`config.mk`:
```
export PLATFORM = sky130hd
export DESIGN_NAME = tea_round_cell
export DESIGN_NICKNAME = d
export VERILOG_FILES = /design/src/rtl/tea_pkg.sv /design/src/rtl/tea_round_cell.sv
export SDC_FILE = /design/constraint.sdc
export NUM_CORES = 1
export LEC_CHECK = 0
export BUFFER_PORTS_ARGS = -buffer_cell sky130_fd_sc_hd__buf_2
export CAP_MARGIN = 10
export CORE_MARGIN = 5
export CORE_UTILIZATION = 60
export CTS_CLUSTER_DIAMETER = 150
export CTS_CLUSTER_SIZE = 14
export DETAILED_ROUTE_END_ITERATION = 6
export GPL_ROUTABILITY_DRIVEN = 1
export PLACE_DENSITY = 0.94
export SLEW_MARGIN = 10
export SYNTH_ARGS = -nofsm -noshare
export SYNTH_HDL_FRONTEND = slang
export SYNTH_SLANG_ARGS = --single-unit
```
`constraint.sdc`:
```
create_clock -name clock -period 12.24 [get_ports clock]
set_input_delay 1.836 -clock clock [delete_from_list [all_inputs] [get_ports clock]]
set_output_delay 1.836 -clock clock [all_outputs]
set_load 0.02 [all_outputs]
```
`src/rtl/tea_pkg.sv`:
```
// shared types, constants and round function of the tea block cipher
package tea_pkg;

   typedef logic [31:0] word_type;

   localparam word_type DELTA = 32'h9e37_79b9;

   localparam int unsigned CSR_INDEX_WIDTH = 2;

   // key register indexes on the csr port
   localparam logic [CSR_INDEX_WIDTH-1:0] KEY_WORD_0_IDX = 2'd0;
   localparam logic [CSR_INDEX_WIDTH-1:0] KEY_WORD_1_IDX = 2'd1;
   localparam logic [CSR_INDEX_WIDTH-1:0] KEY_WORD_2_IDX = 2'd2;
   localparam logic [CSR_INDEX_WIDTH-1:0] KEY_WORD_3_IDX = 2'd3;

   // command codes
   localparam logic CMD_ENCRYPT = 1'b0;
   localparam logic CMD_DECRYPT = 1'b1;

   typedef struct packed {
      word_type k0;
      word_type k1;
      word_type k2;
      word_type k3;
   } key_set_type;

   typedef struct packed {
      logic     valid;
      logic     cmd;
      word_type a;
      word_type b;
   } stage_type;

   // running sum seen by a round, only evaluated at elaboration
   function automatic word_type delta_times(input int unsigned n);
      logic [63:0] prod;
      prod = 64'(DELTA) * 64'(n);
      return prod[31:0];
   endfunction

   function automatic word_type tea_mix(input word_type x, input word_type s,
                                        input word_type ka, input word_type kb);
      return ((x << 4) + ka) ^ (x + s) ^ ((x >> 5) + kb);
   endfunction

endpackage

```
`src/rtl/tea_round_cell.sv`:
```
// one half-round of the tea feistel network, registered
module tea_round_cell #(
   parameter int unsigned ROUNDS      = 32,
   parameter int unsigned ROUND_IDX   = 0,
   parameter bit          SECOND_HALF = 1'b0
) (
   input  logic                 clock,
   input  logic                 reset,
   input  tea_pkg::key_set_type key,
   input  tea_pkg::stage_type   up_stage,
   output tea_pkg::stage_type   down_stage
);
   import tea_pkg::*;

   localparam word_type SUM_ENC = delta_times(ROUND_IDX + 1);
   localparam word_type SUM_DEC = delta_times(ROUNDS - ROUND_IDX);

   logic      valid_ff, valid_in;
   stage_type data_ff, data_in;
   word_type  sum;
   word_type  mix_x;
   word_type  mix_ka;
   word_type  mix_kb;
   word_type  mix_val;
   logic      is_dec;
   logic      update_a;

   assign is_dec = (up_stage.cmd == CMD_DECRYPT);
   assign sum    = is_dec ? SUM_DEC : SUM_ENC;

   // encrypt updates a then b, decrypt walks back b then a
   assign update_a = (SECOND_HALF == is_dec);

   always_comb begin
      if (update_a) begin
         mix_x  = up_stage.b;
         mix_ka = key.k0;
         mix_kb = key.k1;
      end else begin
         mix_x  = up_stage.a;
         mix_ka = key.k2;
         mix_kb = key.k3;
      end
   end

   assign mix_val = tea_mix(mix_x, sum, mix_ka, mix_kb);

   always_comb begin
      data_in       = up_stage;
      data_in.valid = 1'b0;
      if (update_a) begin
         data_in.a = is_dec ? (up_stage.a - mix_val) : (up_stage.a + mix_val);
      end else begin
         data_in.b = is_dec ? (up_stage.b - mix_val) : (up_stage.b + mix_val);
      end
   end

   assign valid_in = up_stage.valid;

   always_ff @(posedge clock) begin
      if (reset) begin
         valid_ff <= 1'b0;
      end else begin
         valid_ff <= valid_in;
      end
   end

   always_ff @(posedge clock) begin
      data_ff <= data_in;
   end

   always_comb begin
      down_stage       = data_ff;
      down_stage.valid = valid_ff;
   end

endmodule
```
==> reports/qor.csv, run 1 <==
metric,value,unit
clockBufferDepth,2,
groute.usage.overall,0.336,
endpoint_kind,flip-flop,
wl_met1,15200,µm
ioPinCount,262,
portBuffers,261,
cts-buffers-inserted,9,
dr.pass1.iters,6,
core_area,17200,µm²
critPathMaxFanout,104,
setup_tns,0,ns
layout_setup_ws,3.96,ns
setup_violations,0,
period_share,0.677,
top_layer,met4,
worstSetupPathType,in -> reg,
critical_path.startpoint,up_stage[64],
p_leak,0.00603,µW
hold_start,reset,
routed_wl,36000,µm
area_delta_synth_final,17.3,%
synth_edf_count,0,
place_ws,3.77,ns
clock_tree.root_cell,clkbuf_16,
min_path_type,in -> reg,
grt_pass1_wl,54400,µm
netlist_area,10500,µm²
power,2920,µW
relSlewSlack,0.336,
cts_setup_buffers,0,
rows,48,
dr_wl_met3,4640,µm
rsz0062_at_grt,false,
hold_slack,1.66,ns
power.density,237,nW/µm²
yosys.cell_types.count,86,
synth_largest_area_cell,ha_1,
cts-resized-gates,0,
hold_violations,0,
syn_nets,1682,
worst_pin_slew,0.986,ns
ys_ff_latch,66,
cts.reportedPaths.clkPinSlew,0.06,ns
ir_worst_vdd,0.157,mV
grt_max_degree,105,
dieArea,20200,µm²
cp-start-kind,input port,
drt_iter0_markers,1415,
met2_length,15000,µm
min_period,8.28,ns
yosysSeqAreaShare,0.126,
drcViolationCount,0,
synth_top_flop_cell,dfxtp_1,
hold_buffers,0,
dieWidth,142,µm
seq_area,1320,µm²
yosys_warnings,0,
vias,11500,
finish.utilization,0.715,
yosys-top-cells-area,"ha_1 (15%), dfxtp_1 (13%), xnor2_1 (11%)",
required,12.51,ns
grt_pass1_vias,10400,
multi_input_area,8780,µm²
slew_viol_final,0,
syn_inst,1360,
synthArstFlopShare,0,
drive_above_1_share,0.234,
cts.sinks,66,
hpwl,29500,µm
cp.arrival,8.55,ns
status,"complete, no violations",
gp_congestion,1.05,
antenna_found_initial,5,
vias_per_cell,6.23,
postRouteAntennaNets,0,
start_util,0.609,
finalNetCount,1926,
die_h,142,µm
cts_max_level,3,
n_fill_cell,1414,
overflow,0,
synth_top_area_frac,0.145,
fmax,121,MHz
wl_per_cell,19.6,µm
maxCapViolCount,0,
cts_tree,done,
syn_area_per_cell,7.72,µm²
[kinds of logic (layout without fill, tap and decap cells)]
group	count (synthesis)	after routing	share of synthesized area
fa+ha+maj	126	126	0.153
compound gates	430	430	0.270
other cells	0	6	0
mux	66	66	0.0697
buf+inv	96	345	0.0384
flops	66	66	0.126
simple gates	368	368	0.167
xor+xnor	208	208	0.176
[layer usage]
layer	track usage	vias up
li1	-	5390
met2	0.499	765
met5	0	-
met3	0.0524	96
met4	0.106	0
met1	0.497	5213
[cells in the final DEF, fill, tap and decap left out, types with 4 or more instances in the layout]
cell / Yosys / layout
a211oi_1: 10 / 10
a21boi_0: 5 / 5
a21o_1: 74 / 74
a21oi_1: 98 / 98
a22oi_1: 4 / 4
a31o_2: 6 / 6
a31oi_1: 12 / 12
a41o_1: 4 / 4
and2_1: 12 / 12
and3_1: 10 / 10
buf_2: 13 / 260
clkbuf_16: 0 / 9
dfxtp_1: 66 / 66
diode_2: 0 / 6
fa_1: 4 / 4
ha_1: 122 / 122
inv_1: 64 / 64
mux2_2: 57 / 57
mux2i_1: 9 / 9
nand2_1: 138 / 138
nand2b_1: 20 / 20
nand3_1: 24 / 24
nand4_1: 7 / 7
nor2_1: 77 / 77
nor2b_1: 22 / 22
nor3_1: 17 / 17
nor4_1: 6 / 6
o211ai_1: 5 / 5
o21a_1: 17 / 17
o21ai_0: 118 / 118
o21ai_1: 6 / 6
o21bai_1: 11 / 11
o31ai_1: 11 / 11
or2_2: 11 / 11
or3_1: 6 / 6
xnor2_1: 137 / 137
xor2_1: 69 / 69
[flip-flops by register name, indices dropped and copies added (netlist names)]
signal      cells
down_stage     65
valid_ff        1
[layout make-up]
class | instances | area share
Inverter | 65 | 0.0198
Timing Repair Buffer | 264 | 0.108
Multi-Input combinational cell | 1198 | 0.713
Tap cell | 225 | 0.0229
Antenna cell | 6 | 0.00122
Clock buffer | 10 | 0.0186
Clock inverter | 6 | 0.00934
Sequential cell | 66 | 0.107
[final timing paths]
check / slack [ns] / cells after the start / to
worst min-delay path: 1.66 / 2 / valid_ff
worst max-delay path: 3.96 / 28 / down_stage[31]
[critical path, cell delays in order]
cell,delay [ns]
buf_6,0.52
buf_4,0.57
nand2_1,0.13
nand2_1,0.26
ha_1,0.29
a21o_1,0.15
a21o_1,0.23
a2111oi_4,0.40
nor4_1,0.13
a2111oi_4,0.45
o2bb2ai_2,0.23
inv_1,0.12
a21o_1,0.19
a21oi_1,0.19
xnor2_1,0.15
xor2_1,0.37
inv_1,0.09
ha_1,0.38
o21ai_0,0.13
nor2b_1,0.16
nor4b_1,0.27
a21oi_1,0.13
a31o_2,0.28
o211ai_1,0.23
a41o_1,0.23
nand2_1,0.06
mux2i_1,0.18
xor2_1,0.16
[cell usage after synthesis, drive strengths merged (7+ instances only)]
cell type / instances
o21ai: 126
dfxtp: 66
nor2b: 22
mux2i: 9
inv: 65
xor2: 69
xnor2: 138
a211oi: 11
nor2: 78
o21bai: 13
a31o: 7
nand2: 138
a21oi: 99
nor3: 19
and3: 10
o21a: 17
a21o: 74
ha: 122
buf: 20
nand4: 7
clkbuf: 11
a31oi: 12
or2: 11
o31ai: 11
nand2b: 20
and2: 12
nand3: 24
mux2: 57
[metrics by stage]
stage,instances,area (µm²)
after CTS,1834,12300
after floorplan,1360,10500
final,1840,12300
after global routing,1839,12300
after global placement,1818,12000
after detailed placement,1818,12000
[where the power goes]
group | leakage [µW] | internal [µW] | switching [µW]
clock | 0.000163 | 200 | 106
combinational | 0.00531 | 932 | 1330
sequential | 0.000556 | 325 | 27.8
Note: power is estimated with default switching activity, not from simulation.
==> run 2, diff against run 1 <==
Settings changed: CORE_UTILIZATION 60 to 51, PLACE_DENSITY 0.94 to 0.85.
Clock period 12.24 ns to 6.7 ns, I/O delays scaled along.
==> reports/qor.csv, run 2 (synthesized netlist as in run 1, its figures left out) <==
metric,value,unit
status,"complete, no violations",
maxCapViolCount,0,
hpwl,32100,µm
vias,11300,
finalNetCount,1953,
relSlewSlack,0.525,
cts.reportedPaths.clkPinSlew,0.06,ns
postRouteAntennaNets,0,
fmax,158,MHz
crit_end,down_stage[31],
post-route-cell-area,12700,µm²
setup_violations,0,
vias_per_cell,5.94,
cp.arrival,6.62,ns
swShare,0.506,
power.density,427,nW/µm²
p_switching,2750,µW
combinationalPowerShare,0.786,
groute.usage.overall,0.303,
clockBufferDepth,2,
period_share,0.947,
cts_setup_buffers,0,
ir_worst_vdd,0.211,mV
routed_wl,37700,µm
start_util,0.519,
final_common_cell,buf_2,
required,6.98,ns
grt_max_degree,76,
p_leak,0.00618,µW
slew_viol_final,0,
dpl_cell_area,12400,µm²
finish.utilization,0.629,
hold_violations,0,
power,5440,µW
worstSetupPathType,in -> reg,
wl_per_cell,19.8,µm
rsz0062_at_grt,false,
cts-buffers-inserted,9,
drcViolationCount,0,
cp-start-kind,input port,
clock_tree.root_cell,clkbuf_16,
cts_tree,done,
grt_pass1_wl,58000,µm
dieArea,23600,µm²
seqPwrFrac,0.120,
cts_max_level,3,
p_clk_frac,0.094,
worst_pin_slew,0.705,ns
die_h,153,µm
dieWidth,153,µm
min_path_type,in -> reg,
area_delta_synth_final,21.3,%
min_period,6.34,ns
core_area,20200,µm²
power.internal,2690,µW
ioPinCount,262,
diodes,0,
cts.sinks,66,
endpoint_kind,flip-flop,
critical_path.startpoint,up_stage[64],
drive_above_1_share,0.262,
rows,52,
critPathMaxFanout,45,
largest_reg_flops,65,
drt_iter0_markers,1029,
overflow,0,
hold_slack,0.812,ns
antenna_found_initial,0,
dr.pass1.iters,6,
setup_tns,0,ns
portBuffers,261,
gp_congestion,1.02,
grt_pass1_vias,10900,
final_cell_mix,"buf_2 (260), nand2_1 (137), xnor2_1 (136)",
-- run 2: changes by cell type in the layout (fill, tap and decap cells not counted), sizes merged --
cell	before	now
bufinv	3	1
clkinvlp	1	2
diode	6	0
clkbuf	10	9
inv	65	67
buf	264	291
-- run 2: final cells by class --
cell class / instances / area [µm²]
clock buffers: 9 / 225
clock inverters: 7 / 76.3
fillers: 1862 / 7500
inverters: 65 / 244
multi-input cells: 1198 / 8950
flip-flops and latches: 66 / 1320
well taps: 270 / 338
repair buffers: 291 / 1580
-- run 2: worst min-delay path by stage --
stage | startpoint | to | depth (start not counted)
6_report | reset | valid_ff | 2
5_1_grt | reset | valid_ff | 2
4_1_cts | reset | valid_ff | 2
3_5_place_dp | reset | valid_ff | 2
3_3_place_gp | reset | valid_ff | 2
2_1_floorplan | up_stage[64] | down_stage[64] | 0
-- run 2: repair_timing --
| action | 4_1_cts | 5_1_grt |
|---|---|---|
| endpoints found under the setup margin | 0 | 1 |
| hold buffers | 0 | 0 |
| resized for setup | 0 | 1 |
-- run 2: critical path: stages --
cell      delay, ns
buf_6          0.22
buf_12         0.26
buf_12         0.22
nor2b_1        0.08
nand2b_1       0.29
ha_1           0.49
a21o_1         0.14
a21o_1         0.11
a21oi_1        0.07
o21ai_0        0.25
a21oi_1        0.14
o21ai_0        0.38
o21ai_1        0.19
a311oi_1       0.34
o21ai_0        0.18
a21o_1         0.21
xnor2_1        0.26
xor2_1         0.39
ha_1           0.33
nor2_1         0.10
nor2_1         0.07
a41o_1         0.24
or2_2          0.27
mux2i_1        0.17
xor2_1         0.14
-- run 2: power by group through the flow --
stage	logic [µW]	clock network, µW	registers (µW)
global placement	4140	0	660
CTS	4210	513	656
floorplan	2870	0	899
detailed placement	4180	0	663
global route	4650	532	672
finish	4270	512	655
-- run 2: metal layers --
| metal | GRT usage | up-vias | part of all wire |
|---|---|---|---|
| met5 | 0 | - | 0 |
| met4 | 0.0925 | 0 | 0.029 |
| met1 | 0.395 | 5206 | 0.42 |
| met3 | 0.0562 | 82 | 0.094 |
| met2 | 0.511 | 587 | 0.46 |
| li1 | - | 5442 | - |
-- run 2: stage by stage --
stage | worst slack, ns | cells
final | 0.357 | 1906
after global routing | 0.00444 | 1906
after CTS | 0.488 | 1906
after detailed placement | 0.122 | 1890
after global placement | 0.231 | 1890
after floorplan | -0.0711 | 1360
==> run 3, diff against run 2 <==
Settings changed: CORE_MARGIN 5 to not set, SLEW_MARGIN 10 to not set.
==> reports/qor.csv, run 3 (synthesized netlist as in run 1, its figures left out) <==
metric,value,unit
hpwl,31500,µm
ioPinCount,262,
drt_iter0_markers,1032,
vias,11300,
grt_pass1_vias,10700,
cp.arrival,6.55,ns
seqPwrFrac,0.121,
final_common_cell,buf_2,
drive_above_1_share,0.260,
groute.usage.overall,0.345,
power.density,430,nW/µm²
cts_tree,done,
area_delta_synth_final,20.9,%
cts.sinks,66,
cts-buffers-inserted,9,
slew_viol_final,0,
cts-resized-gates,0,
antenna_found_initial,0,
relSlewSlack,0.520,
clock_tree.root_cell,clkbuf_16,
finalNetCount,1950,
gp_congestion,1.06,
slowest_stage,ha_1,
period_share,0.944,
min_to,valid_ff,
n_fill_cell,1867,
die_h,145,µm
core_area,20200,µm²
cp-start-kind,input port,
min_period,6.32,ns
hold_violations,0,
cts_setup_buffers,0,
p_leak,0.00616,µW
min_path_type,in -> reg,
final_cell_mix,"buf_2 (260), nand2_1 (137), xnor2_1 (137)",
vias_per_cell,5.94,
swShare,0.509,
dieWidth,145,µm
crit_top_cell,a21o_1,
p_clk_frac,0.093,
dpl_cell_area,12400,µm²
dieArea,21200,µm²
post-route-cell-area,12700,µm²
start_util,0.519,
largest_reg_flops,65,
grt_pass1_wl,57400,µm
critPathMaxFanout,35,
slowest_delay,0.38,ns
cts.reportedPaths.clkPinSlew,0.06,ns
p_switching,2780,µW
whs_path_depth,2,
combinationalPowerShare,0.786,
setup_tns,0,ns
dr.pass1.iters,5,
status,"complete, no violations",
overflow,0,
hold_buffers,0,
setup_violations,0,
postRouteAntennaNets,0,
grt_max_degree,51,
maxCapViolCount,0,
required,6.92,ns
worst_pin_slew,0.713,ns
wl_per_cell,19.6,µm
diodes,0,
drcViolationCount,0,
rsz0062_at_grt,false,
routed_wl,37400,µm
fmax,158,MHz
ir_worst_vdd,0.179,mV
worstSetupPathType,in -> reg,
portBuffers,261,
cts_max_level,3,
rows,52,
power.internal,2680,µW
endpoint_kind,flip-flop,
hold_start,reset,
clockBufferDepth,2,
-- run 3: changes by cell type in the layout (fill, tap and decap cells not counted) --
cell	change
buf_12	-1
buf_4	-2
clkinv_2	+1
clkinvlp_4	-2
inv_6	+1
xnor2_1	+1
xnor2_2	-1
-- run 3: per-stage QoR --
step / cells / power, µW / hold WS [ns] / setup WS, ns / utilization
6_report: 1903 / 5460 / 0.826 / 0.376 / 0.627
5_1_grt: 1903 / 5860 / 0.818 / 0.0330 / 0.627
4_1_cts: 1903 / 5400 / 0.818 / 0.433 / 0.627
3_5_place_dp: 1887 / 4860 / 1.18 / 0.111 / 0.612
3_3_place_gp: 1887 / 4810 / 1.17 / 0.195 / 0.612
2_1_floorplan: 1360 / 3770 / 1.03 / -0.0711 / -
-- run 3: worst max-delay path: cells and delay by family --
family	cells	cell delay, ns
buffers and inverters	2	0.57
XOR/XNOR	2	0.35
AO/OA/AOI/OAI	16	3.13
AND/OR/NAND/NOR	3	0.27
multiplexers	2	0.45
adder cells (fa/ha/maj)	2	0.74
-- run 3: how the worst max path moves through the flow --
stage / startpoint / end
CTS: up_stage[64] / down_stage[30]
finish: up_stage[64] / down_stage[28]
floorplan: up_stage[64] / down_stage[31]
global route: up_stage[64] / down_stage[30]
detailed placement: up_stage[64] / down_stage[30]
global placement: up_stage[64] / down_stage[62]
-- run 3: layout make-up --
cell class | count | area (µm²) | area share
multi-input cells | 1198 | 8950 | 0.705
repair buffers | 288 | 1540 | 0.121
flip-flops and latches | 66 | 1320 | 0.104
well taps | 270 | 338 | 0.0266
inverters | 65 | 244 | 0.0192
clock buffers | 9 | 225 | 0.0177
clock inverters | 7 | 75.1 | 0.00592
-- run 3: power by group through the flow --
| stage | registers [µW] | clock network, µW | logic, µW |
|---|---|---|---|
| floorplan | 899 | 0 | 2870 |
| global placement | 664 | 0 | 4140 |
| detailed placement | 666 | 0 | 4200 |
| CTS | 657 | 514 | 4230 |
| global route | 671 | 524 | 4660 |
| finish | 659 | 507 | 4290 |
-- run 3: layer usage --
layer  GRT usage  up-vias  routed length, µm
met2       0.576      565              17300
met4       0.130        0               1310
li1            -     5423                  -
met5           0        -                  0
met1       0.456     5239              16200
met3      0.0379       83               2570
